File: src/sv/uf2_block_sequence_checker_unit_assert.svh
// ----------------------------------------------------------------------------
// UF2 block sequence checker assertion macros
// Shared concurrent assertion forms, sampled on clk and held off during rst.
// ----------------------------------------------------------------------------
`ifndef UF2_BLOCK_SEQUENCE_CHECKER_UNIT_ASSERT_SVH
`define UF2_BLOCK_SEQUENCE_CHECKER_UNIT_ASSERT_SVH

// same-cycle implication
`define UF2BSC_ASSERT_NOW(label, ante, cons, msg) \
  label: assert property (@(posedge clk) disable iff (rst) (ante) |-> (cons)) \
    else $error(msg);

// next-cycle implication
`define UF2BSC_ASSERT_NEXT(label, ante, cons, msg) \
  label: assert property (@(posedge clk) disable iff (rst) (ante) |=> (cons)) \
    else $error(msg);

`endif

File: src/sv/uf2bsc_pkg.sv
// ----------------------------------------------------------------------------
// UF2 block sequence checker package
// Widths, flash geometry, header constants, codes and the queue record.
// ----------------------------------------------------------------------------
package uf2bsc_pkg;

  // field widths
  localparam int WORD_W    = 32;
  localparam int ADDR_W    = 32;
  localparam int MODE_W    = 2;
  localparam int PEND_W    = 2;
  localparam int CFG_IDX_W = 2;
  localparam int VERDICT_W = 3;
  localparam int SECTOR_W  = 9;
  localparam int SCOUNT_W  = 10;
  localparam int OFFSET_W  = 21;
  localparam int RSIZE_W   = 22;
  localparam int COUNT_W   = 14;

  // flash geometry
  localparam int unsigned     PAGE_BYTES   = 256;
  localparam int unsigned     SECTOR_BYTES = 4096;
  localparam logic [ADDR_W-1:0] FLASH_BASE = 32'h1000_0000;
  localparam int unsigned     FLASH_BYTES  = 2097152;
  localparam int unsigned     TAIL_BYTES   = 4;

  localparam int PAGE_SHIFT   = $clog2(PAGE_BYTES);
  localparam int SECTOR_SHIFT = $clog2(SECTOR_BYTES);
  // wide enough for an address plus a page count of any size
  localparam int END_W        = ADDR_W + PAGE_SHIFT + 1;
  localparam logic [END_W-1:0] FLASH_END = END_W'(FLASH_BASE) + END_W'(FLASH_BYTES);
  localparam logic [WORD_W-1:0] COUNT_MAX = WORD_W'((1 << COUNT_W) - 1);

  // header constants
  localparam logic [WORD_W-1:0] MAGIC_FIRST  = 32'h0A32_4655;
  localparam logic [WORD_W-1:0] MAGIC_SECOND = 32'h9E5D_5157;
  localparam logic [WORD_W-1:0] MAGIC_LAST   = 32'h0AB1_6F30;
  localparam int FLAG_NOT_MAIN_BIT = 0;
  localparam int FLAG_FAMILY_BIT   = 13;

  // configuration reset values
  localparam logic [WORD_W-1:0] AREA_BEGIN_RST      = 32'h1000_0000;
  localparam logic [WORD_W-1:0] AREA_END_RST        = 32'h101F_0000;
  localparam logic [WORD_W-1:0] FAMILY_EXPECTED_RST = 32'hE48B_FF56;

  // item mode codes; anything else is an abort
  localparam logic [MODE_W-1:0] MODE_HEADER = 2'd0;
  localparam logic [MODE_W-1:0] MODE_END    = 2'd1;

  localparam int QUEUE_DEPTH = 2;
  localparam int QPTR_W      = $clog2(QUEUE_DEPTH);
  localparam int QCOUNT_W    = $clog2(QUEUE_DEPTH + 1);

  typedef enum logic [CFG_IDX_W-1:0] {
    CFG_AREA_BEGIN      = 2'd0,
    CFG_AREA_END        = 2'd1,
    CFG_FAMILY_EXPECTED = 2'd2
  } cfg_reg_t;

  typedef enum logic [VERDICT_W-1:0] {
    VERDICT_FIRST      = 3'd0,
    VERDICT_NEXT       = 3'd1,
    VERDICT_REJECT     = 3'd2,
    VERDICT_DONE       = 3'd3,
    VERDICT_EMPTY      = 3'd4,
    VERDICT_INCOMPLETE = 3'd5,
    VERDICT_ABORT      = 3'd6
  } verdict_t;

  typedef enum logic [1:0] {
    KIND_HEADER,
    KIND_END,
    KIND_ABORT
  } item_kind_t;

  // classified item passed from the front to the back
  typedef struct packed {
    item_kind_t          kind;
    logic                hdr_ok;
    logic                first_ok;
    logic [SECTOR_W-1:0] sector_first;
    logic [SCOUNT_W-1:0] sector_count;
    logic                keep_boot;
    logic                prog_first;
    logic [OFFSET_W-1:0] offset;
    logic [ADDR_W-1:0]   addr;
    logic [COUNT_W-1:0]  idx;
    logic                idx_fits;
    logic [COUNT_W-1:0]  total;
    logic                total_fits;
    logic                pending;
  } front_rec_t;

endpackage

File: src/sv/uf2bsc_if.sv
// ----------------------------------------------------------------------------
// UF2 block sequence checker channels
// Item, result and configuration write channels with valid/ready handshake.
// ----------------------------------------------------------------------------
interface uf2bsc_in_if;
  import uf2bsc_pkg::*;

  logic              valid;
  logic              ready;
  logic [MODE_W-1:0] mode;
  logic [WORD_W-1:0] magic_first;
  logic [WORD_W-1:0] magic_second;
  logic [WORD_W-1:0] magic_last;
  logic [WORD_W-1:0] flags;
  logic [ADDR_W-1:0] target_address;
  logic [WORD_W-1:0] payload_bytes;
  logic [WORD_W-1:0] block_index;
  logic [WORD_W-1:0] block_total;
  logic [WORD_W-1:0] family_tag;
  logic [PEND_W-1:0] pending_packets;

  modport source (
    output valid, mode, magic_first, magic_second, magic_last, flags, target_address,
           payload_bytes, block_index, block_total, family_tag, pending_packets,
    input  ready
  );
  modport sink (
    input  valid, mode, magic_first, magic_second, magic_last, flags, target_address,
           payload_bytes, block_index, block_total, family_tag, pending_packets,
    output ready
  );
endinterface

interface uf2bsc_out_if;
  import uf2bsc_pkg::*;

  logic                 valid;
  logic                 ready;
  logic [VERDICT_W-1:0] verdict;
  logic [SECTOR_W-1:0]  erase_sector_first;
  logic [SCOUNT_W-1:0]  erase_sector_count;
  logic                 keep_boot_area;
  logic                 program_page;
  logic [OFFSET_W-1:0]  program_offset;
  logic [ADDR_W-1:0]    record_address;
  logic [RSIZE_W-1:0]   record_size;

  modport source (
    output valid, verdict, erase_sector_first, erase_sector_count, keep_boot_area,
           program_page, program_offset, record_address, record_size,
    input  ready
  );
  modport sink (
    input  valid, verdict, erase_sector_first, erase_sector_count, keep_boot_area,
           program_page, program_offset, record_address, record_size,
    output ready
  );
endinterface

interface uf2bsc_cfg_if;
  import uf2bsc_pkg::*;

  logic                 valid;
  logic                 ready;
  logic [CFG_IDX_W-1:0] index;
  logic [WORD_W-1:0]    data;

  modport source (output valid, index, data, input ready);
  modport sink (input valid, index, data, output ready);
endinterface

File: src/sv/uf2bsc_front.sv
// ----------------------------------------------------------------------------
// UF2 block sequence checker front end
// Holds the configuration registers, accepts items and classifies headers
// against everything that does not depend on the session state.
// ----------------------------------------------------------------------------
module uf2bsc_front (
  input  logic                   clk,
  input  logic                   rst,
  uf2bsc_cfg_if.sink             cfg,
  uf2bsc_in_if.sink              item,
  output logic                   push_valid,
  input  logic                   push_ready,
  output uf2bsc_pkg::front_rec_t push_rec
);
  import uf2bsc_pkg::*;

  logic [WORD_W-1:0] area_begin;
  logic [WORD_W-1:0] area_end;
  logic [WORD_W-1:0] family_expected;

  logic [ADDR_W-1:0] addr;
  logic [END_W-1:0]  end_addr;
  logic [ADDR_W-1:0] offset;
  logic [END_W-1:0]  last_offset;
  logic [END_W-1:0]  s1;
  logic [END_W-1:0]  s2;
  logic              magic_ok;
  logic              family_ok;
  logic              range_ok;
  logic              hdr_ok;

  assign cfg.ready = 1'b1;

  always_ff @(posedge clk) begin
    if (rst) begin
      area_begin      <= AREA_BEGIN_RST;
      area_end        <= AREA_END_RST;
      family_expected <= FAMILY_EXPECTED_RST;
    end else if (cfg.valid) begin
      unique case (cfg.index)
        CFG_AREA_BEGIN:      area_begin      <= cfg.data;
        CFG_AREA_END:        area_end        <= cfg.data;
        CFG_FAMILY_EXPECTED: family_expected <= cfg.data;
        default: ;
      endcase
    end
  end

  assign addr     = item.target_address;
  assign end_addr = END_W'(addr) + (END_W'(item.block_total) << PAGE_SHIFT);
  assign offset   = addr - FLASH_BASE;
  // last word of the image decides the last sector
  assign last_offset = end_addr - END_W'(TAIL_BYTES) - END_W'(FLASH_BASE);
  assign s1 = END_W'(offset >> SECTOR_SHIFT);
  assign s2 = last_offset >> SECTOR_SHIFT;

  assign magic_ok  = (item.magic_first == MAGIC_FIRST) && (item.magic_second == MAGIC_SECOND)
                     && (item.magic_last == MAGIC_LAST);
  assign family_ok = !item.flags[FLAG_FAMILY_BIT] || (item.family_tag == family_expected);
  assign range_ok  = (addr >= area_begin) && (addr < area_end) && (addr >= FLASH_BASE)
                     && (END_W'(addr) < FLASH_END);

  assign hdr_ok = magic_ok && !item.flags[FLAG_NOT_MAIN_BIT]
                  && (addr[PAGE_SHIFT-1:0] == '0) && range_ok
                  && (item.payload_bytes == WORD_W'(PAGE_BYTES))
                  && (item.block_total != '0) && (item.block_index < item.block_total)
                  && family_ok;

  always_comb begin
    push_rec = '0;
    priority if (item.mode == MODE_HEADER) begin
      push_rec.kind = KIND_HEADER;
    end else if (item.mode == MODE_END) begin
      push_rec.kind = KIND_END;
    end else begin
      push_rec.kind = KIND_ABORT;
    end
    push_rec.hdr_ok       = hdr_ok;
    push_rec.first_ok     = hdr_ok && (item.block_index == '0)
                            && (end_addr <= END_W'(area_end)) && (end_addr <= FLASH_END)
                            && (item.block_total <= COUNT_MAX);
    push_rec.sector_first = s1[SECTOR_W-1:0];
    push_rec.sector_count = SCOUNT_W'(s2 - s1 + END_W'(1));
    push_rec.keep_boot    = (s1 == '0);
    push_rec.prog_first   = (addr != FLASH_BASE);
    push_rec.offset       = offset[OFFSET_W-1:0];
    push_rec.addr         = addr;
    push_rec.idx          = item.block_index[COUNT_W-1:0];
    push_rec.idx_fits     = (item.block_index <= COUNT_MAX);
    push_rec.total        = item.block_total[COUNT_W-1:0];
    push_rec.total_fits   = (item.block_total <= COUNT_MAX);
    push_rec.pending      = (item.pending_packets != '0);
  end

  assign push_valid = item.valid;
  assign item.ready = push_ready;

endmodule

File: src/sv/uf2bsc_queue.sv
// ----------------------------------------------------------------------------
// UF2 block sequence checker queue
// Short register FIFO of classified items between the front and the back.
// ----------------------------------------------------------------------------
module uf2bsc_queue (
  input  logic                   clk,
  input  logic                   rst,
  input  logic                   push_valid,
  output logic                   push_ready,
  input  uf2bsc_pkg::front_rec_t push_rec,
  output logic                   pop_valid,
  input  logic                   pop_ready,
  output uf2bsc_pkg::front_rec_t pop_rec
);
  import uf2bsc_pkg::*;

  front_rec_t          entries [QUEUE_DEPTH];
  logic [QPTR_W-1:0]   wr_ptr;
  logic [QPTR_W-1:0]   rd_ptr;
  logic [QCOUNT_W-1:0] count;
  logic                push;
  logic                pop;

  assign push_ready = (count != QCOUNT_W'(QUEUE_DEPTH));
  assign pop_valid  = (count != '0);
  assign push       = push_valid && push_ready;
  assign pop        = pop_valid && pop_ready;
  assign pop_rec    = entries[rd_ptr];

  always_ff @(posedge clk) begin
    if (push) begin
      entries[wr_ptr] <= push_rec;
    end
  end

  always_ff @(posedge clk) begin
    if (rst) begin
      wr_ptr <= '0;
      rd_ptr <= '0;
      count  <= '0;
    end else begin
      if (push) begin
        wr_ptr <= (wr_ptr == QPTR_W'(QUEUE_DEPTH - 1)) ? '0 : wr_ptr + QPTR_W'(1);
      end
      if (pop) begin
        rd_ptr <= (rd_ptr == QPTR_W'(QUEUE_DEPTH - 1)) ? '0 : rd_ptr + QPTR_W'(1);
      end
      unique case ({push, pop})
        2'b10:   count <= count + QCOUNT_W'(1);
        2'b01:   count <= count - QCOUNT_W'(1);
        default: count <= count;
      endcase
    end
  end

endmodule

File: src/sv/uf2bsc_back.sv
// ----------------------------------------------------------------------------
// UF2 block sequence checker back end
// Keeps the session state, settles each queued item into a verdict and holds
// the result in the output register until it is taken.
// ----------------------------------------------------------------------------
module uf2bsc_back (
  input  logic                   clk,
  input  logic                   rst,
  input  logic                   pop_valid,
  output logic                   pop_ready,
  input  uf2bsc_pkg::front_rec_t pop_rec,
  uf2bsc_out_if.source           result
);
  import uf2bsc_pkg::*;

  logic [ADDR_W-1:0]  base_address;
  logic [COUNT_W-1:0] total_blocks;
  logic [COUNT_W-1:0] blocks_received;
  logic [ADDR_W-1:0]  base_address_next;
  logic [COUNT_W-1:0] total_blocks_next;
  logic [COUNT_W-1:0] blocks_received_next;

  logic                res_valid;
  verdict_t            verdict;
  logic [SECTOR_W-1:0] sector_first;
  logic [SCOUNT_W-1:0] sector_count;
  logic                keep_boot;
  logic                prog;
  logic [OFFSET_W-1:0] prog_offset;
  logic [ADDR_W-1:0]   rec_address;
  logic [RSIZE_W-1:0]  rec_size;

  verdict_t            verdict_next;
  logic [SECTOR_W-1:0] sector_first_next;
  logic [SCOUNT_W-1:0] sector_count_next;
  logic                keep_boot_next;
  logic                prog_next;
  logic [OFFSET_W-1:0] prog_offset_next;
  logic [ADDR_W-1:0]   rec_address_next;
  logic [RSIZE_W-1:0]  rec_size_next;

  logic [ADDR_W:0] expect_addr;
  logic            next_ok;
  logic            pop;

  assign pop_ready = !res_valid || result.ready;
  assign pop       = pop_valid && pop_ready;

  assign expect_addr = (ADDR_W + 1)'(base_address)
                       + ((ADDR_W + 1)'(blocks_received) << PAGE_SHIFT);
  assign next_ok = pop_rec.hdr_ok && pop_rec.total_fits && (pop_rec.total == total_blocks)
                   && pop_rec.idx_fits && (pop_rec.idx == blocks_received)
                   && ((ADDR_W + 1)'(pop_rec.addr) == expect_addr);

  always_comb begin
    verdict_next         = VERDICT_ABORT;
    sector_first_next    = '0;
    sector_count_next    = '0;
    keep_boot_next       = 1'b0;
    prog_next            = 1'b0;
    prog_offset_next     = '0;
    rec_address_next     = '0;
    rec_size_next        = '0;
    base_address_next    = '0;
    total_blocks_next    = '0;
    blocks_received_next = '0;
    unique case (pop_rec.kind)
      KIND_HEADER: begin
        if (blocks_received == '0) begin
          if (pop_rec.first_ok) begin
            verdict_next         = VERDICT_FIRST;
            sector_first_next    = pop_rec.sector_first;
            sector_count_next    = pop_rec.sector_count;
            keep_boot_next       = pop_rec.keep_boot;
            prog_next            = pop_rec.prog_first;
            prog_offset_next     = pop_rec.prog_first ? pop_rec.offset : '0;
            base_address_next    = pop_rec.addr;
            total_blocks_next    = pop_rec.total;
            blocks_received_next = COUNT_W'(1);
          end else begin
            verdict_next = VERDICT_REJECT;
          end
        end else if (next_ok) begin
          verdict_next         = VERDICT_NEXT;
          prog_next            = 1'b1;
          prog_offset_next     = pop_rec.offset;
          base_address_next    = base_address;
          total_blocks_next    = total_blocks;
          blocks_received_next = blocks_received + COUNT_W'(1);
        end else begin
          verdict_next = VERDICT_REJECT;
        end
      end
      KIND_END: begin
        priority if (total_blocks == '0) begin
          verdict_next = VERDICT_EMPTY;
        end else if ((total_blocks != blocks_received) || pop_rec.pending) begin
          verdict_next = VERDICT_INCOMPLETE;
        end else begin
          verdict_next     = VERDICT_DONE;
          rec_address_next = base_address;
          rec_size_next    = RSIZE_W'(WORD_W'(total_blocks) << PAGE_SHIFT);
        end
      end
      KIND_ABORT: begin
        verdict_next = VERDICT_ABORT;
      end
      default: begin
        verdict_next = VERDICT_ABORT;
      end
    endcase
  end

  // session state and output register advance only on a pop
  always_ff @(posedge clk) begin
    if (rst) begin
      base_address    <= '0;
      total_blocks    <= '0;
      blocks_received <= '0;
      res_valid       <= 1'b0;
    end else begin
      if (pop) begin
        base_address    <= base_address_next;
        total_blocks    <= total_blocks_next;
        blocks_received <= blocks_received_next;
        res_valid       <= 1'b1;
      end else if (result.ready) begin
        res_valid <= 1'b0;
      end
    end
  end

  always_ff @(posedge clk) begin
    if (pop) begin
      verdict      <= verdict_next;
      sector_first <= sector_first_next;
      sector_count <= sector_count_next;
      keep_boot    <= keep_boot_next;
      prog         <= prog_next;
      prog_offset  <= prog_offset_next;
      rec_address  <= rec_address_next;
      rec_size     <= rec_size_next;
    end
  end

  assign result.valid              = res_valid;
  assign result.verdict            = verdict;
  assign result.erase_sector_first = sector_first;
  assign result.erase_sector_count = sector_count;
  assign result.keep_boot_area     = keep_boot;
  assign result.program_page       = prog;
  assign result.program_offset     = prog_offset;
  assign result.record_address     = rec_address;
  assign result.record_size        = rec_size;

endmodule

File: src/sv/uf2_block_sequence_checker_unit.sv
// ----------------------------------------------------------------------------
// UF2 block sequence checker
// Follows a firmware-update session of UF2 block headers and link events.
//
//   channel  dir  beat
//   cfg      in   one register write (index, data)
//   item     in   one header, end of transfer or abort
//   result   out  one verdict with erase, program and record fields
//
// One item per cycle sustained while results are taken; each taken item is
// written into the queue and then settled into the output register.
// Reset is one cycle of rst; no clearing pass follows.
// item.ready drops only when the two-entry queue is full; the back stops
// popping while an untaken result sits in the output register.
// ----------------------------------------------------------------------------
`include "uf2_block_sequence_checker_unit_assert.svh"

module uf2_block_sequence_checker_unit (
  input  logic         clk,
  input  logic         rst,
  uf2bsc_cfg_if.sink   cfg,
  uf2bsc_in_if.sink    item,
  uf2bsc_out_if.source result
);
  import uf2bsc_pkg::*;

  logic       push_valid;
  logic       push_ready;
  front_rec_t push_rec;
  logic       pop_valid;
  logic       pop_ready;
  front_rec_t pop_rec;

  uf2bsc_front u_front (
    .clk        (clk),
    .rst        (rst),
    .cfg        (cfg),
    .item       (item),
    .push_valid (push_valid),
    .push_ready (push_ready),
    .push_rec   (push_rec)
  );

  uf2bsc_queue u_queue (
    .clk        (clk),
    .rst        (rst),
    .push_valid (push_valid),
    .push_ready (push_ready),
    .push_rec   (push_rec),
    .pop_valid  (pop_valid),
    .pop_ready  (pop_ready),
    .pop_rec    (pop_rec)
  );

  uf2bsc_back u_back (
    .clk       (clk),
    .rst       (rst),
    .pop_valid (pop_valid),
    .pop_ready (pop_ready),
    .pop_rec   (pop_rec),
    .result    (result)
  );

  `UF2BSC_ASSERT_NOW(a_first_erases, result.valid && (result.verdict == VERDICT_FIRST), result.erase_sector_count != '0, "first block with no sector to erase")
  `UF2BSC_ASSERT_NOW(a_record_on_done, result.valid && (result.verdict != VERDICT_DONE), (result.record_address == '0) && (result.record_size == '0), "record fields set without done")
  `UF2BSC_ASSERT_NOW(a_program_on_accept, result.valid && result.program_page, (result.verdict == VERDICT_FIRST) || (result.verdict == VERDICT_NEXT), "page programmed on a non-accept verdict")
  `UF2BSC_ASSERT_NEXT(a_hold_no_pop, result.valid && !result.ready, result.valid && $stable(result.verdict), "result dropped or changed while stalled")

endmodule

File: src/flat_wrapper.sv
// flat-port wrapper written by rule: the top's interface ports become plain ports
module uf2_block_sequence_checker_unit_flat import uf2bsc_pkg::*;
  (clk, rst, cfg_valid, cfg_index, cfg_data, cfg_ready, item_valid, item_mode, item_magic_first, item_magic_second, item_magic_last, item_flags, item_target_address, item_payload_bytes, item_block_index, item_block_total, item_family_tag, item_pending_packets, item_ready, result_valid, result_verdict, result_erase_sector_first, result_erase_sector_count, result_keep_boot_area, result_program_page, result_program_offset, result_record_address, result_record_size, result_ready);
  uf2bsc_cfg_if cfg_i ();
  uf2bsc_in_if item_i ();
  uf2bsc_out_if result_i ();
  input  logic clk;
  input  logic rst;
  input wire logic [$bits(cfg_i.valid)-1:0] cfg_valid;
  input wire logic [$bits(cfg_i.index)-1:0] cfg_index;
  input wire logic [$bits(cfg_i.data)-1:0] cfg_data;
  output wire logic [$bits(cfg_i.ready)-1:0] cfg_ready;
  input wire logic [$bits(item_i.valid)-1:0] item_valid;
  input wire logic [$bits(item_i.mode)-1:0] item_mode;
  input wire logic [$bits(item_i.magic_first)-1:0] item_magic_first;
  input wire logic [$bits(item_i.magic_second)-1:0] item_magic_second;
  input wire logic [$bits(item_i.magic_last)-1:0] item_magic_last;
  input wire logic [$bits(item_i.flags)-1:0] item_flags;
  input wire logic [$bits(item_i.target_address)-1:0] item_target_address;
  input wire logic [$bits(item_i.payload_bytes)-1:0] item_payload_bytes;
  input wire logic [$bits(item_i.block_index)-1:0] item_block_index;
  input wire logic [$bits(item_i.block_total)-1:0] item_block_total;
  input wire logic [$bits(item_i.family_tag)-1:0] item_family_tag;
  input wire logic [$bits(item_i.pending_packets)-1:0] item_pending_packets;
  output wire logic [$bits(item_i.ready)-1:0] item_ready;
  output wire logic [$bits(result_i.valid)-1:0] result_valid;
  output wire logic [$bits(result_i.verdict)-1:0] result_verdict;
  output wire logic [$bits(result_i.erase_sector_first)-1:0] result_erase_sector_first;
  output wire logic [$bits(result_i.erase_sector_count)-1:0] result_erase_sector_count;
  output wire logic [$bits(result_i.keep_boot_area)-1:0] result_keep_boot_area;
  output wire logic [$bits(result_i.program_page)-1:0] result_program_page;
  output wire logic [$bits(result_i.program_offset)-1:0] result_program_offset;
  output wire logic [$bits(result_i.record_address)-1:0] result_record_address;
  output wire logic [$bits(result_i.record_size)-1:0] result_record_size;
  input wire logic [$bits(result_i.ready)-1:0] result_ready;
  assign cfg_i.valid = cfg_valid;
  assign cfg_i.index = cfg_index;
  assign cfg_i.data = cfg_data;
  assign cfg_ready = cfg_i.ready;
  assign item_i.valid = item_valid;
  assign item_i.mode = item_mode;
  assign item_i.magic_first = item_magic_first;
  assign item_i.magic_second = item_magic_second;
  assign item_i.magic_last = item_magic_last;
  assign item_i.flags = item_flags;
  assign item_i.target_address = item_target_address;
  assign item_i.payload_bytes = item_payload_bytes;
  assign item_i.block_index = item_block_index;
  assign item_i.block_total = item_block_total;
  assign item_i.family_tag = item_family_tag;
  assign item_i.pending_packets = item_pending_packets;
  assign item_ready = item_i.ready;
  assign result_valid = result_i.valid;
  assign result_verdict = result_i.verdict;
  assign result_erase_sector_first = result_i.erase_sector_first;
  assign result_erase_sector_count = result_i.erase_sector_count;
  assign result_keep_boot_area = result_i.keep_boot_area;
  assign result_program_page = result_i.program_page;
  assign result_program_offset = result_i.program_offset;
  assign result_record_address = result_i.record_address;
  assign result_record_size = result_i.record_size;
  assign result_i.ready = result_ready;
  uf2_block_sequence_checker_unit u_core (.clk(clk), .rst(rst), .cfg(cfg_i), .item(item_i), .result(result_i));
endmodule
File: config.mk
export PLATFORM = sky130hd
export DESIGN_NAME = uf2_block_sequence_checker_unit_flat
export DESIGN_NICKNAME = d
export VERILOG_FILES = /design/src/sv/uf2bsc_pkg.sv /design/src/sv/uf2bsc_if.sv /design/src/sv/uf2bsc_front.sv /design/src/sv/uf2bsc_queue.sv /design/src/sv/uf2bsc_back.sv /design/src/sv/uf2_block_sequence_checker_unit.sv /design/src/flat_wrapper.sv
export VERILOG_INCLUDE_DIRS = /design/src /design/src/sv
export SDC_FILE = /design/constraint.sdc
export NUM_CORES = 1
export LEC_CHECK = 0
export BUFFER_PORTS_ARGS = -buffer_cell sky130_fd_sc_hd__buf_2
export CORE_ASPECT_RATIO = 0.9
export CORE_MARGIN = 5
export CORE_UTILIZATION = 61
export DETAILED_ROUTE_END_ITERATION = 10
export GPL_ROUTABILITY_DRIVEN = 0
export PLACE_DENSITY_LB_ADDON = 0.25
export REMOVE_ABC_BUFFERS = 1
export SLEW_MARGIN = 10
export SYNTH_ARGS = -nofsm -noshare
export SYNTH_HDL_FRONTEND = slang
export SYNTH_SLANG_ARGS = --single-unit
File: constraint.sdc
create_clock -name clk -period 7.9 [get_ports clk]
set_clock_uncertainty 0.05 [all_clocks]
set_input_delay 0.395 -clock clk [delete_from_list [all_inputs] [get_ports clk]]
set_output_delay 0.395 -clock clk [all_outputs]
set_load 0.01 [all_outputs]
== After elaboration in Yosys (flattened, before gate mapping) ==
Memory sizes are Yosys's and may differ from the RTL's. A register that Yosys moved wholly into a read port is not among the register bits.
Index checks and enable logic that the tools add are counted.
Widths: inputs -> output; s select.

* Flip-flop bits (word level): 260
* RAM bits: 218
* Bits of input ports: 331
* Word-level logic and storage cells: 145
* Memories kept: 1

{| class="wikitable"
|+ Memory list
! name !! depth !! bits a word !! read ports !! clocked after Yosys merged registers in !! wr ports !! RTL line !! text
|-
| u_core.u_queue.entries || 2 || 109 || 1 || 1 || 1 || uf2bsc_queue.sv:17 || <nowiki>front_rec_t entries [QUEUE_DEPTH];</nowiki>
|}

* Add/sub/neg operators: 12
* Order comparisons: 9
* Eq/ne operators: 18
* Multiplexer cells: 36
* Bitwise operators: 1
* Reduce and logical (&&, ||, !) cells: 49

{| class="wikitable"
|+ Operator list
! operator !! count
|-
| $mux 32 || 4
|-
| $mux 14 || 7
|-
| $mux 21 || 4
|-
| $eq 32x28->1 const B || 2
|-
| $le 32x14->1 const B || 2
|-
| $lt 32x32->1 || 2
|-
| $add 32x40->41 || 1
|-
| $le 41x29->1 const B || 1
|-
| $le 41x32->1 || 1
|-
| $logic_not 41->1 || 1
|-
| $add 32x22->33 || 1
|-
| $eq 32x33->1 || 1
|-
| $eq 32x32->1 || 1
|-
| $eq 32x32->1 const B || 1
|-
| $eq 32x9->1 const B || 1
|-
| $ge 32x29->1 const B || 1
|-
| $ge 32x32->1 || 1
|-
| $logic_not 32->1 || 1
|-
| $lt 32x29->1 const B || 1
|-
| $ne 32x29->1 const B || 1
|-
| $reduce_bool 32->1 || 1
|-
| $sub 32x29->32 const B || 1
|-
| $eq 14x14->1 || 2
|-
| $logic_not 14->1 || 2
|-
| 29 further kinds || 84
|}

== Depth between registers and ports, before layout ==
Gate-level depths: netlist (run 1).

* Depth after elaboration: 14
* Gate-level depth with buffers: 22

== By module ==
A second synthesis (run 1) with hierarchy kept.

* Cells, all modules: 2505
* Area total of the unflattened synthesis: 26327.8 µm²

{| class="wikitable"
|+ Modules (own cells, without submodules)
! module !! times used !! cells an instance !! area an instance (µm²) !! sequential area each (µm²)
|-
| uf2bsc_front || 1 || 1320 || 9929.5 || 1921.8
|-
| uf2bsc_back || 1 || 822 || 8329.2 || 3953.8
|-
| uf2bsc_queue || 1 || 363 || 8069.0 || 6646.4
|}

== Least setup slack after synthesis (run 1) ==
OpenSTA, ideal clock, no wires.

* Path kind: register to register
* Start: reg u_core.u_queue.count[0]
* End: mem u_core.u_queue.entries[0][0] (netlist name) (enable)
* Arrival time: 4.012 ns
* Setup slack: 3.321 ns
* Stages on the path, launching flop included: 4
* Path buffers: 0
* Clock period less this slack: 4.579 ns
* Cells stage by stage: dfxtp_1 nand2b_1 nand2_1 nor2_1

* Longest elaborated chain between the ends: 4

{| class="wikitable"
|+ Ends and longest elaborated chain
! element !! RTL line !! text
|-
| start, declared || uf2bsc_queue.sv:20 || <nowiki>logic [QCOUNT_W-1:0] count;</nowiki>
|-
| start signal, assigned || uf2bsc_queue.sv:49 || <nowiki>2'b10: count <= count + QCOUNT_W'(1);</nowiki>
|-
| start signal, assigned || uf2bsc_queue.sv:50 || <nowiki>2'b01: count <= count - QCOUNT_W'(1);</nowiki>
|-
| start signal, assigned || uf2bsc_queue.sv:51 || <nowiki>default: count <= count;</nowiki>
|-
| $ne 2x2->1 || uf2bsc_queue.sv:24 || <nowiki>assign push_ready = (count != QCOUNT_W'(QUEUE_DEPTH));</nowiki>
|-
| via item_ready || flat_wrapper.sv:25 || <nowiki>output wire logic [$bits(item_i.ready)-1:0] item_ready;</nowiki>
|-
| $logic_and 1x1->1 || uf2bsc_queue.sv:26 || <nowiki>assign push = push_valid && push_ready;</nowiki>
|-
| $mux 1 || uf2bsc_queue.sv:31 || <nowiki>if (push) begin</nowiki>
|-
| $mux 1 (not written as such) || uf2bsc_queue.sv:32 || <nowiki>entries[wr_ptr] <= push_rec;</nowiki>
|-
| end, declared || uf2bsc_queue.sv:17 ||
|}

The timed path passes the listed nets, and every way through them passes these cells.

==> metrics.txt, run 1 <==
largest net degree at the start of global routing 75; Slew Limit Fails 0; Seq pwr share a little over two fifths; Synth Area in XOR/XNOR approximately 6.6%; GRT overflow 0; RSZ-0062 raised after global routing false; top-level port count ~430; internal power between 4 and 5 mW; post-synthesis compound-gate area fraction about 11%; CP Class flip-flop to flip-flop; height of the die 192 um; Routed Antenna Nets 0; reg-to-reg endpoint u_core.u_back.total_blocks[0]$_SDFFE_PP0P_; TNS Setup 0 ns; reg2reg setup slack about 2.9 ns; Sw Share 32.5%; post-cts resize count 0; Buf/Inv on CP 2; initial antenna violation count 8; via count 18400; design area between 20000 and 30000 um^2; core area 36200 um^2; Fmax between 0.15 and 0.2 GHz; most common cell after layout, fill and taps aside buf_2; area grow syn2layout 16.5%; crit-path cells buf_4, mux2i_1, xnor2_1, nor4_1, nand4_1, nor3_1, nand4_1, nor3_1, nand4_1, a21oi_4, buf_4, o2bb2ai_1; Max Cap Viol 0; clock root buffer clkbuf_16; Top FF cell, synth edfxtp_1; synth warn 0; row cnt 66; asr flop ratio synth 0%; clock input transition at the sequential cells of the worst setup and hold paths ~0.060 ns; Final Core Density 72.0%; Final Hold Fails 0; Max clock buf depth 3; Startpoint Class flip-flop; Worst Path Required ~8.3 ns; Placed Cells incl. Taps between 2000 and 3000; Hold Crit Class input pin to flip-flop; Residual DRC 0; Final min period about 5.0 ns; EDFF count, synth between 200 and 250; Yosys reg bits between 400 and 500; final-report setup violation count 0; Hold Path Depth 1; most frequent cells in the layout buf_2 (393), nand2_1 (251), edfxtp_1 (249); worst hold start item_block_index[0]; Psw approximately 2.2 mW; Final #Nets about 3000; Routed WL 66100 um; Clk Latency, worst-skew pair 0.56 ns; area of the mapped netlist 22400 um^2; Synth Instances approximately 2100; PwrDens between 200 and 300 nW/um^2; adder-cell share of the synthesized area about a tenth; H-tree depth 2; DP Area 24700 um^2; CP max-delay cell dfxtp_4; first-pass GRT wire length 100000 um; initial core utilization between 60% and 70%; cts bufs inserted between 40 and 50; multiplexer area fraction after synthesis about 3.7%; Starting DRT DRC Count between 1500 and 2000; post-synth cell types between 80 and 90; CTS tree yes; worst vdd ir roughly 0.15 mV; outcome finished, final reports clean; CTS sink count 411; LEAKAGE about 11 nW; main combinational cell family by area after synthesis simple AND/OR/NAND/NOR gates; vias in the first global route 18500; DR WL/cell around 22 um; Clk network pwr share between 20% and 30%; DR vias/cell between 6 and 7; combinational power share 28.2%; fin cells roughly 3000; period utilisation layout around 63%; slew margin rel. 22.8%; most frequent CP cell nand4_1; Post-DP HPWL 50100 um; Max Fanout on Critical Path 47; CP peak stage delay a little over 0.9 ns; Hold Path Sink u_core.u_queue.entries[0][17]$_DFFE_PP_; Port Buffers slightly below 400; Worst-Margin Slew approximately 1.2 ns; R2R depth 12; router iterations before antenna repair 8; sequential fraction of the synthesis area between 40% and 50%; Syn Area/Cell between 10 and 15 um^2; GRT Overall Usage between 30% and 40%; family with the most delay on the worst path simple AND/OR/NAND/NOR gates; layout cell share with drive strength beyond 1 19.7%; Hold WS between 0.015 and 0.02 ns; Simple-Gate Fraction of Synth Area between 15 and 20%; die area 40600 um^2; Chip Width between 200 and 250 um; # fillers 2600; kind of end point of the critical path flip-flop; WP data arrival 5.43 ns
[worst max-delay path by stage]
stage                                 from                                             end  slack, ns  cells after the start
floorplan                        flip-flop  u_core.u_back.blocks_received[10]$_SDFFE_PP0P_       0.96                      9
global placement    item_target_address[8]         u_core.u_queue.entries[0][95]$_DFFE_PP_       2.75                     20
detailed placement  item_target_address[8]         u_core.u_queue.entries[1][95]$_DFFE_PP_       2.62                     20
CTS                              flip-flop      u_core.u_back.total_blocks[0]$_SDFFE_PP0P_       3.04                     12
global route                     flip-flop      u_core.u_back.total_blocks[0]$_SDFFE_PP0P_       2.66                     12
finish                           flip-flop      u_core.u_back.total_blocks[0]$_SDFFE_PP0P_       2.89                     12
[per-layer routing]
layer / up-vias / global-route usage (%) / share of wire [%]
li1: 8524 / - / -
met5: - / 0 / 0.054
met3: 207 / 5.93 / 8.9
met4: 6 / 14.3 / 4.7
met1: 8760 / 39.1 / 38
met2: 935 / 53.9 / 49
[worst reg2reg max path: cells and delay by family, from the launching register on]
family	cells	cell delay [ns]
compound gates	2	0.67
simple gates	6	1.50
mux	1	0.49
buf+inv	2	1.18
flops	1	0.91
xor+xnor	1	0.12
[registers in the layout (all words and copies together), names as in the netlist, named ones only]
register and flops:
u_core.u_back.total_blocks 14, u_core.u_back.result.erase_sector_first 9, u_core.u_back.result.erase_sector_count 10, u_core.u_back.blocks_received 14, u_core.u_back.result.program_page 1, u_core.u_back.result.verdict 3
u_core.u_front.family_expected 32, u_core.u_back.base_address 32, u_core.u_queue.entries 158, u_core.u_queue.wr_ptr 1, u_core.u_back.result.record_address 32, u_core.u_back.result.record_size 14
u_core.u_queue.count 2, u_core.u_front.area_end 32, u_core.u_back.result.keep_boot_area 1, u_core.u_queue.rd_ptr 1, u_core.u_back.result.valid 1, u_core.u_back.result.program_offset 21
u_core.u_front.area_begin 32
[stage by stage]
stage / total power [mW] / worst slack, ns
2_1_floorplan: 4.22 / 0.957
6_report: 6.79 / 2.89
3_3_place_gp: 4.80 / 2.75
3_5_place_dp: 4.89 / 2.62
5_1_grt: 7.09 / 2.66
4_1_cts: 6.80 / 3.04
[cells in the mapped netlist, types with 62 or more instances]
cell      instances  share of area (%)
a21oi_1         154                3.4
inv_1           134                2.2
xnor2_1          99                3.9
mux2i_1          71                3.2
clkbuf_1         62                1.0
dfxtp_1         162                 14
edfxtp_1        249                 33
nand2_1         251                4.2
nor2_1          108                1.8
ha_1            176                9.8
xor2_1           69                2.7
[power by group through the flow]
stage	combinational (mW)	clock [mW]	sequential, mW
floorplan	1.10	0	3.12
global placement	1.82	0	2.98
detailed placement	1.89	0	3.00
CTS	1.90	1.94	2.95
global route	2.07	2.04	2.99
finish	1.92	1.92	2.95
[area by class of cell]
type                    count  area [um^2]  share of cell area [%]
well taps                 476          596                    2.29
clock buffers              61         1160                    4.47
clock inverters            16          154                   0.591
multi-input cells        1520        10800                    41.5
inverters                 135          509                    1.95
repair buffers            408         2090                    8.04
diodes                      5         12.5                  0.0480
flip-flops and latches    411        10700                    41.2
[what timing repair did]
action | 4_1_cts | 5_1_grt
endpoints found under the hold margin | 4 | 0
hold buffers | 3 | 0
buffers inserted | 0 | 0
[cell families after synthesis]
| family | after synthesis |
|---|---|
| adders and majority gates | 179 |
| other | 2 |
| buffers and inverters | 224 |
| and+or+nand+nor | 699 |
| DFF | 411 |
| AOI/OAI and AO/OA | 385 |
| muxes | 80 |
| xor gates and xnor gates | 168 |
Power figures use the tool's default switching activity.
==> run 2: changes to the inputs <==
CORE_UTILIZATION = 51   (was 61)
clock period = 4.3 ns   (was 7.9 ns; I/O delays follow)
==> metrics.txt, run 2 (synthesized netlist as in run 1, its figures left out) <==
Final Hold Fails 0 (unchanged); R2R depth 10 (was 12); Psw 4.18 mW (was 2.21 mW); Max clock buf depth 3 (unchanged); layout cell share with drive strength beyond 1 23.0% (was 19.7%); Routed WL 69200 um (was 66100 um); Chip Width 231 um (was 212 um); Final Core Density 65.0% (was 72.0%); via count 18800 (was 18400); Startpoint Class input pin (was flip-flop); internal power 8.87 mW (was 4.58 mW); most frequent cells in the layout buf_2 (389), nand2_1 (251), edfxtp_1 (249) (was buf_2 (393), nand2_1 (251), edfxtp_1 (249)); Worst Path Required 4.61 ns (was 8.32 ns); Clk Latency, worst-skew pair 0.58 ns (was 0.56 ns); clock root buffer clkbuf_16 (unchanged); final-report setup violation count 0 (unchanged); total power 13.1 mW (was 6.79 mW); CTS tree yes (unchanged); Hold Path Sink u_core.u_queue.entries[1][16]$_DFFE_PP_ (was u_core.u_queue.entries[0][17]$_DFFE_PP_); initial antenna violation count 3 (was 8); first-pass GRT wire length 106000 um (was 100000 um); Slew Limit Fails 0 (unchanged); Hold Crit Class input pin to flip-flop (unchanged); reg2reg setup slack 0.30 ns (was 2.89 ns); max reg flops 158 (unchanged); clock input transition at the sequential cells of the worst setup and hold paths 0.06 ns (about the same); Max Cap Viol 0 (unchanged); crit-path cells dlygate4sd3_1, clkbuf_4, ha_2, inv_1, o21bai_1, a221o_1, a21oi_2, nand3b_1, a31oi_4, a21o_1, a21oi_1, xnor2_1, ha_1, nand3_1, or4_2, nor4_2, o32ai_1, nor4_2 (was buf_4, mux2i_1, xnor2_1, nor4_1, nand4_1, nor3_1, nand4_1, nor3_1, nand4_1, a21oi_4, buf_4, o2bb2ai_1); Clk network pwr share 28.5% (was 28.3%); fin cells 3291 (was 3032); CP peak stage delay 0.67 ns (was 0.91 ns); PwrDens 465 nW/um^2 (was 261 nW/um^2); Residual DRC 0 (unchanged); CTS sink count 411 (unchanged); DR WL/cell 21.0 um (was 21.8 um); combinational power share 30.3% (was 28.2%); Setup crit start item_block_total[11]; top-level port count 433 (unchanged); initial core utilization 51.8% (was 61.8%); core area 43200 um^2 (was 36200 um^2); worst vdd ir 0.368 mV (was 0.154 mV); GRT overflow 0 (unchanged); Placed Cells incl. Taps 3123 (was 2946); Worst-Margin Slew 1.18 ns (was 1.15 ns); CP Class input pin to flip-flop (was flip-flop to flip-flop); Port Buffers 393 (unchanged); vias in the first global route 19000 (was 18500); most common cell after layout, fill and taps aside buf_2 (unchanged); Reg with most FFs u_core.u_queue.entries (unchanged); Hold Path Depth 4 (was 1); LEAKAGE 11.5 nW (was 10.5 nW); Final min period about 4.2 ns; area grow syn2layout 25.4% (was 16.5%); Max Fanout on Critical Path 5 (was 47); reg-to-reg endpoint u_core.u_back.result.verdict[1]$_DFFE_PP_ (was u_core.u_back.total_blocks[0]$_SDFFE_PP0P_); worst hold start item_block_index[15] (was item_block_index[0]); DR vias/cell 5.72 (was 6.08); Sw Share 32.0% (was 32.5%); largest net degree at the start of global routing 97 (was 75); row cnt 72 (was 66); CP max-delay cell or4_2 (was dfxtp_4); outcome finished, final reports clean (unchanged); period utilisation layout approximately 100%; Final #Nets 3212 (was 3028); slew margin rel. 21.2% (was 22.8%); kind of end point of the critical path flip-flop (unchanged); router iterations before antenna repair 5 (was 8); cts bufs inserted 42 (unchanged); H-tree depth 2 (unchanged); Fmax roughly 0.24 GHz; Post-DP HPWL 53200 um (was 50100 um); most frequent CP cell nor4_2 (was nand4_1); GRT Overall Usage 27.8% (was 31.5%); Routed Antenna Nets 0 (unchanged); Starting DRT DRC Count 1564 (was 1569); Seq pwr share 41.2% (was 43.4%); height of the die 209 um (was 192 um); Hold WS 0.0364 ns (was 0.0167 ns); die area 48200 um^2 (was 40600 um^2); WP data arrival 4.51 ns (was 5.43 ns)
-- run 2: cell count changes in the layout (fill, tap and decap cells not counted), sizes merged --
cell / before / now
bufinv: 2 / 3
inv: 136 / 137
clkinvlp: 2 / 1
dlygate4sd3: 3 / 87
diode: 5 / 1
clkinv: 11 / 6
dlymetal6s4s: 0 / 1
clkbuf: 61 / 66
buf: 405 / 503
-- run 2: layout make-up --
cell class	instances	area [um^2]
flip-flops and latches	411	10700
clock buffers	65	1240
diodes	1	2.50
well taps	555	694
clock inverters	12	165
fillers	3372	15100
repair buffers	592	3760
inverters	135	509
multi-input cells	1520	11000
-- run 2: worst max-delay path, delay by kind of cell --
kind            cells  cell delay, ns
compound gates      7            1.25
xor+xnor            1            0.12
fa+ha+maj           2            0.66
buf+inv             3            0.82
simple gates        5            1.44
-- run 2: stage by stage --
step / worst slack, ns / TNS (ns) / cell area, um^2
CTS: 0.000111 / 0 / 27900
floorplan: -2.64 / -278.51 / 22000
finish: 0.0975 / 0 / 28000
detailed placement: -0.416 / -1.71 / 25600
global placement: -0.341 / -0.951 / 25600
global route: -0.00470 / -0.0136 / 28000
-- run 2: worst max path at each step --
stage                                                      to  slack, ns  cells past startpoint
3_5_place_dp          u_core.u_queue.entries[1][95]$_DFFE_PP_      -0.42                     20
2_1_floorplan  u_core.u_back.blocks_received[10]$_SDFFE_PP0P_      -2.64                      9
6_report             u_core.u_queue.entries[1][105]$_DFFE_PP_        0.1                     18
5_1_grt               u_core.u_queue.entries[1][95]$_DFFE_PP_     -0.005                     19
3_3_place_gp          u_core.u_queue.entries[1][95]$_DFFE_PP_      -0.34                     20
4_1_cts              u_core.u_queue.entries[1][105]$_DFFE_PP_     0.0001                     18
-- run 2: metal layers --
metal  track usage [%]  up-vias  share of wire (%)
met4              10.8        2                4.0
met3              4.61      161                6.2
met2              46.7      709                 48
li1                  -     8890                  -
met5                 0        -              0.010
met1              36.0     9060                 42
-- run 2: timing repair --
action / 4_1_cts / 5_1_grt
hold buffers: 88 / 0
hold endpoints to repair: 208 / 0
setup buffers: 0 / 1
resized for setup: 0 / 34
setup endpoints to repair: 0 / 4
-- run 2: power by group through the flow --
stage                     combinational (mW)  clock [mW]  sequential [mW]
after floorplan                         2.02           0             5.72
after global placement                  3.73           0             5.44
after detailed placement                3.82           0             5.47
after CTS                               3.92        3.77             5.39
after global routing                    4.27        3.93             5.44
final                                   3.95        3.72             5.38
